## src/sv/twacc_pkg.sv

```systemverilog
// Shared constants and types for the time window access table.
package twacc_pkg;

  localparam int MaxWindows = 8;
  localparam int MinW       = 11;
  localparam int CntW       = $clog2(MaxWindows + 1);
  localparam int IdxW       = (MaxWindows > 1) ? $clog2(MaxWindows) : 1;
  localparam int KindW      = 2;
  localparam int VerdictW   = 2;
  localparam int EntryCntW  = 4;
  localparam int InDataW    = 40;
  localparam int OutDataW   = 8;

  localparam logic [KindW-1:0] KindInsert = 2'd0;
  localparam logic [KindW-1:0] KindQuery  = 2'd1;
  localparam logic [KindW-1:0] KindClear  = 2'd2;

  localparam logic [VerdictW-1:0] VerdictUnlimited = 2'd0;
  localparam logic [VerdictW-1:0] VerdictAllowed   = 2'd1;
  localparam logic [VerdictW-1:0] VerdictDenied    = 2'd2;

  typedef enum logic [2:0] {
    ST_IDLE = 3'b001,
    ST_SCAN = 3'b010,
    ST_RESP = 3'b100
  } state_t;

endpackage

```

## src/sv/time_window_access_table_top.sv

```systemverilog
// Time window access table: window store, scan sequencer and result register.
//
// Holds up to MaxWindows minute-of-day windows and takes three kinds of item:
// insert a window, query a minute, clear the table. Each item gives exactly one
// result carrying the accepted flag, the verdict and the entry count after the
// item. An insert or query that finds a non-empty table scans the stored
// windows one per cycle through a single compare unit fed by a registered read
// of the window store, stopping at the first hit. Clear, an empty table, a
// malformed window and the unused kind skip the scan. One item is in work at a
// time; s_tready is high only while the sequencer is idle, and the result
// register lets the next item in while a result waits for m_tready.
module time_window_access_table_top (
  input  logic                             clk,
  input  logic                             rst,
  input  logic                             s_tvalid,
  output logic                             s_tready,
  // [10:0] range_start, [21:11] range_end, [32:22] now_minute, [39:33] zero
  input  logic [twacc_pkg::InDataW-1:0]    s_tdata,
  // [1:0] kind
  input  logic [twacc_pkg::KindW-1:0]      s_tuser,
  output logic                             m_tvalid,
  input  logic                             m_tready,
  // [0] accepted, [2:1] verdict, [6:3] entry_count, [7] zero
  output logic [twacc_pkg::OutDataW-1:0]   m_tdata
);
  import twacc_pkg::*;

  state_t state;

  logic [MinW-1:0]     starts [MaxWindows];
  logic [MinW-1:0]     ends   [MaxWindows];
  logic [MinW-1:0]     rd_start;
  logic [MinW-1:0]     rd_end;

  logic [CntW-1:0]     count;
  logic [CntW-1:0]     addr_idx;
  logic [CntW-1:0]     cmp_idx;
  logic                cmp_valid;

  logic [KindW-1:0]    op_kind;
  logic [MinW-1:0]     op_start;
  logic [MinW-1:0]     op_end;
  logic [MinW-1:0]     op_now;

  logic                res_acc;
  logic [VerdictW-1:0] res_verdict;

  logic [MinW-1:0]     in_start;
  logic [MinW-1:0]     in_end;
  logic [MinW-1:0]     in_now;
  logic                in_accept;

  logic                new_covers;
  logic                old_covers;
  logic                now_hit;
  logic [CntW:0]       cmp_next;
  logic                cmp_last;
  logic                has_room;

  logic                wr_en;
  logic [IdxW-1:0]     wr_addr;
  logic [MinW-1:0]     wr_start;
  logic [MinW-1:0]     wr_end;

  logic                out_free;
  logic [CntW+EntryCntW-1:0] cnt_ext;

  assign in_start  = s_tdata[MinW-1:0];
  assign in_end    = s_tdata[2*MinW-1:MinW];
  assign in_now    = s_tdata[3*MinW-1:2*MinW];
  assign s_tready  = (state == ST_IDLE);
  assign in_accept = s_tvalid && s_tready;
  assign out_free  = !m_tvalid || m_tready;
  assign has_room  = (count < CntW'(MaxWindows));

  // shared compare unit, fed by the registered read of the store
  assign new_covers = (rd_start >= op_start) && (rd_end <= op_end);
  assign old_covers = (op_start >= rd_start) && (op_end <= rd_end);
  assign now_hit    = (op_now >= rd_start) && (op_now < rd_end);
  assign cmp_next   = {1'b0, cmp_idx} + {{CntW{1'b0}}, 1'b1};
  assign cmp_last   = (cmp_next == {1'b0, count});

  always_comb begin
    wr_en    = 1'b0;
    wr_addr  = count[IdxW-1:0];
    wr_start = op_start;
    wr_end   = op_end;
    if (state == ST_IDLE) begin
      wr_start = in_start;
      wr_end   = in_end;
      // first window into an empty table
      if (in_accept && s_tuser == KindInsert && in_start < in_end && count == '0) begin
        wr_en = 1'b1;
      end
    end else if (state == ST_SCAN && cmp_valid && op_kind == KindInsert) begin
      if (new_covers) begin
        wr_en   = 1'b1;
        wr_addr = cmp_idx[IdxW-1:0];
      end else if (!old_covers && cmp_last && has_room) begin
        wr_en = 1'b1;
      end
    end
  end

  always_ff @(posedge clk) begin
    if (wr_en) begin
      starts[wr_addr] <= wr_start;
      ends[wr_addr]   <= wr_end;
    end
    rd_start <= starts[addr_idx[IdxW-1:0]];
    rd_end   <= ends[addr_idx[IdxW-1:0]];
  end

  always_ff @(posedge clk) begin
    if (rst) begin
      state     <= ST_IDLE;
      count     <= '0;
      cmp_valid <= 1'b0;
      m_tvalid  <= 1'b0;
    end else begin
      case (state)
        ST_IDLE: begin
          if (in_accept) begin
            op_kind     <= s_tuser;
            op_start    <= in_start;
            op_end      <= in_end;
            op_now      <= in_now;
            res_acc     <= 1'b0;
            res_verdict <= VerdictUnlimited;
            addr_idx    <= '0;
            cmp_valid   <= 1'b0;
            state       <= ST_RESP;
            if (s_tuser == KindClear) begin
              count <= '0;
            end else if (s_tuser == KindInsert && in_start < in_end) begin
              if (count == '0) begin
                count   <= {{(CntW-1){1'b0}}, 1'b1};
                res_acc <= 1'b1;
              end else begin
                state <= ST_SCAN;
              end
            end else if (s_tuser == KindQuery && count != '0) begin
              state <= ST_SCAN;
            end
          end
        end
        ST_SCAN: begin
          // issue the next read while the previous entry is compared
          addr_idx  <= addr_idx + {{(CntW-1){1'b0}}, 1'b1};
          cmp_idx   <= addr_idx;
          cmp_valid <= (addr_idx < count);
          if (cmp_valid) begin
            if (op_kind == KindInsert) begin
              if (new_covers || old_covers) begin
                res_acc <= 1'b1;
                state   <= ST_RESP;
              end else if (cmp_last) begin
                if (has_room) begin
                  count   <= count + {{(CntW-1){1'b0}}, 1'b1};
                  res_acc <= 1'b1;
                end
                state <= ST_RESP;
              end
            end else begin
              if (now_hit) begin
                res_verdict <= VerdictAllowed;
                state       <= ST_RESP;
              end else if (cmp_last) begin
                res_verdict <= VerdictDenied;
                state       <= ST_RESP;
              end
            end
          end
        end
        ST_RESP: begin
          cmp_valid <= 1'b0;
          if (out_free) begin
            m_tdata  <= {1'b0, cnt_ext[EntryCntW-1:0], res_verdict, res_acc};
            m_tvalid <= 1'b1;
            state    <= ST_IDLE;
          end
        end
        default: begin
          state <= ST_IDLE;
        end
      endcase
      // drop the result once taken, unless a new one is loaded
      if (m_tvalid && m_tready && !(state == ST_RESP)) begin
        m_tvalid <= 1'b0;
      end
    end
  end

  assign cnt_ext = {{EntryCntW{1'b0}}, count};

endmodule

```

## config.mk

```make
export PLATFORM = sky130hd
export DESIGN_NAME = time_window_access_table_top
export DESIGN_NICKNAME = d
export VERILOG_FILES = /design/src/sv/twacc_pkg.sv /design/src/sv/time_window_access_table_top.sv
export SDC_FILE = /design/constraint.sdc
export NUM_CORES = 1
export LEC_CHECK = 0
export ABC_CLOCK_PERIOD_IN_PS = 11900
export BUFFER_PORTS_ARGS = -buffer_cell sky130_fd_sc_hd__clkbuf_2
export CAP_MARGIN = 30
export CORE_MARGIN = 8
export CORE_UTILIZATION = 35
export DETAILED_ROUTE_END_ITERATION = 10
export HOLD_SLACK_MARGIN = 0.1
export PLACE_DENSITY_LB_ADDON = 0.1
export SYNTH_ARGS = -nofsm -noshare
export SYNTH_HDL_FRONTEND = slang
export SYNTH_SLANG_ARGS = --single-unit
```

## constraint.sdc

```tcl
create_clock -name clk -period 11.9 [get_ports clk]
set_input_delay 0.595 -clock clk [delete_from_list [all_inputs] [get_ports clk]]
set_output_delay 0.595 -clock clk [all_outputs]
set_load 0.1 [all_outputs]
```

==> results by group <==
Outcome
  • Status: finished, final reports clean

Layout
  • Final standard cell count with taps included and fillers excluded: 1191
  • Fraction of final layout cells sized beyond drive strength 1: 28.4%
  • Filler Cell Count: 2979
  • Post-layout nets: 866
  • Antenna cells: 0
  • Post-synthesis to final-layout area growth: 16.6%

Global routing
  • Global routing usage summed across all routing layers: 14.0%
  • Vias in the first global route: 6527
  • Total overflow reported by the global router: 0
  • First-pass GRT wire length: 40.8 mm
  • Number of antenna violations at the first check in global routing: 0
  • Pin count of the biggest net entering global routing: 36

Timing
  • Hold Slack: 220 ps
  • Final setup vio count: 0
  • Unrepaired setup endpoints after global routing: false
  • Clock Skews: 15.2 ps
  • Worst slew margin relative to its limit: 35.8%
  • Total Neg Setup Slack: 0 ps
  • Pins Over Slew Limit: 0
  • Maximum frequency from static timing analysis: 256 MHz
  • Worst slew pin tran: 955 ps
  • Final cycle utilization of the critical path: 32.8%
  • Post-route minimum period: 3900 ps
  • Final number of hold-violating endpoints: 0

Clock network
  • Buffer cell driving the clock tree root: clkbuf_16
  • Clk slew on worst S/H paths: 60 ps
  • Number of buffers inserted by hold repair at cts: 0
  • Skew-Pair Late Insertion Delay: 560 ps
  • Largest buffer count on any clock path: 3
  • CTS tree: yes
  • Number of setup buffers added after CTS: 0
  • Post-cts gate resize count: 0
  • Total clock sinks: 260
  • Clock buffers created by TritonCTS: 29
  • H-tree depth reported by CTS: 1

Detailed routing
  • Total vias in the final route: 6164
  • WL/cell: 22.8 um
  • DR pass1 iterations: 5
  • Post-route ant nets: 0
  • DRT Wirelength: 27.1 mm
  • Number of vias per cell after detailed routing: 5.18
  • Number of DRC violations after detailed-routing iteration 0: 411
  • DRC violations left: 0

Floorplanning
  • Die boundary width: 196 um
  • Starting density of the core: 35.1%
  • Die boundary height: 196 um
  • Core Rows: 66
  • Std-Cell Core Area: 32200 um^2
  • Number of I/O pins: 56
  • Floorplan die area: 38300 um^2

Setup path
  • Number of buffers and inverters on the critical path: 2
  • Worst-path fanout max: 22
  • CP most frequent cell: a21oi_1
  • CP Cell Sequence: inv_1 > ha_1 > a21oi_1 > a211oi_1 > a2111oi_2 > o21ai_0 > a21oi_1 > mux2_2 > nor3_2 > buf_4
  • CP peak stage delay: 730 ps
  • Kind of capture point of the worst setup path: flop
  • Worst path required time: 12090 ps
  • Source of the critical timing path: rd_start[2]$_DFF_P_
  • Startpoint of the most critical register-to-register path: rd_start[2]$_DFF_P_
  • Critical path data arrival time: 4090 ps
  • Critical path type: reg2reg
  • Family with the most delay on the worst path: compound AO/OA/AOI/OAI gates
  • Worst setup SP type: flop
  • Slowest-stage cell, CP: a2111oi_2

Logic synthesis
  • Net count after synthesis: 794
  • Number of synthesized flops with an enable pin: 229
  • FF+latch count, synth: 260
  • Primary flip-flop cell chosen by synthesis mapping: edfxtp_1
  • Fraction of synthesis flops using an asynchronous set or reset pin: 0%
  • Cells after Synth: 688
  • Part of the Yosys area used for sequential elements: 66.3%
  • Number of warnings issued by yosys: 0
  • Unique masters post-synth: 62
  • Cell area after synthesis: 11300 um^2
  • Synthesized area per cell: 16.4 um^2

Min path
  • Worst min-delay path startpoint: s_tdata[26]
  • Worst hold-check path type: in2reg

Job
  • Max-capacitance violation count: 0

Placed design
  • Final HPWL from detailed placement: 17.4 mm
  • Final GP Congestion: 0.777
  • Number of input and output port buffers inserted: 47
  • Placed Cells: 1137

Power
  • Power Density: 188 nW/um^2
  • Pleak: 4.72 nW
  • Power, Total: 2.48 mW
  • Worst vdd rail ir drop: 124 uV
## cell usage in the layout, fill, tap and decap left out, drive strengths merged, types with 15 or more instances in the layout
cell type | Yosys | routed
mux4 | 44 | 44
o21ai | 19 | 19
nor2 | 29 | 29
inv | 43 | 44
nor3 | 16 | 16
nand2 | 18 | 18
dfxtp | 31 | 31
clkbuf | 14 | 81
a21oi | 22 | 22
edfxtp | 229 | 229
ha | 60 | 60
mux2 | 44 | 44
buf | 7 | 15
## flip-flops by register name, indices dropped and copies added (netlist names), 4 cells and up
signal,flops
ends,88
starts,88
op_end,11
op_now,11
op_start,11
rd_end,11
rd_start,11
m_tdata,7
addr_idx,4
cmp_idx,4
count,4
## worst paths after layout
| check | endpoint | slack [ps] | cells after the start |
|---|---|---|---|
| worst max-delay path | ends[6][0]$_DFFE_PP_ | 8000 | 10 |
| worst min-delay path | op_now[4]$_DFFE_PP_ | 220 | 1 |
| worst max register to register | ends[6][0]$_DFFE_PP_ | 8000 | 10 |
| worst min register to register | m_tdata[0]$_DFFE_PP_ | 420 | 0 |
## routing by layer
layer,track usage [%],part of all wire (%)
met3,2.35,3.9
met4,3.03,2.0
met2,23.3,47
met1,19.2,47
met5,0,0
## layout make-up
class	count	area (um^2)	share of cell area, %
well taps	408	510	3.87
clock inverters	20	251	1.91
inverters	43	161	1.22
clock buffers	34	764	5.80
multi-input cells	364	3620	27.4
flip-flops and latches	260	7500	56.8
repair buffers	62	388	2.94
## cells by family (layout without fill, tap and decap cells)
logic type	count (synthesis)	in the layout	share of synthesized area, %
simple gates	119	119	5.72
flops	260	260	66.3
xor+xnor	7	7	0.542
buf+inv	64	159	2.23
compound gates	85	85	5.08
fa+ha+maj	60	60	6.64
mux	92	92	13.5
other cells	1	1	0.0331
## power breakdown
part	leakage, nW	internal, mW	switching, mW
combinational	1.88	0.154	0.263
clock	0.504	0.571	0.365
sequential	2.33	1.10	0.0250
## metrics by stage
| step | instance area (um^2) | setup WS (ps) | util (%) |
|---|---|---|---|
| 2_1_floorplan | 11300 | 7560 | - |
| 3_3_place_gp | 12100 | 7980 | 37.6 |
| 3_5_place_dp | 12200 | 7940 | 37.8 |
| 4_1_cts | 13200 | 7940 | 41.0 |
| 5_1_grt | 13200 | 7680 | 41.0 |
| 6_report | 13200 | 8000 | 41.0 |
## synth_stat cells, types with 9 or more instances
cell	instances	share of area (%)
a21oi_1	22	0.97
ha_1	60	6.6
dfxtp_1	31	5.5
edfxtp_1	229	61
a21o_1	9	0.60
clkbuf_1	14	0.46
nor3_1	15	0.66
nand2_1	18	0.60
nand3_1	11	0.49
o21ai_0	19	0.84
mux4_2	44	8.8
inv_1	43	1.4
mux2_2	44	4.4
nor2_1	29	0.96
(Power assumes the default switching activity.)
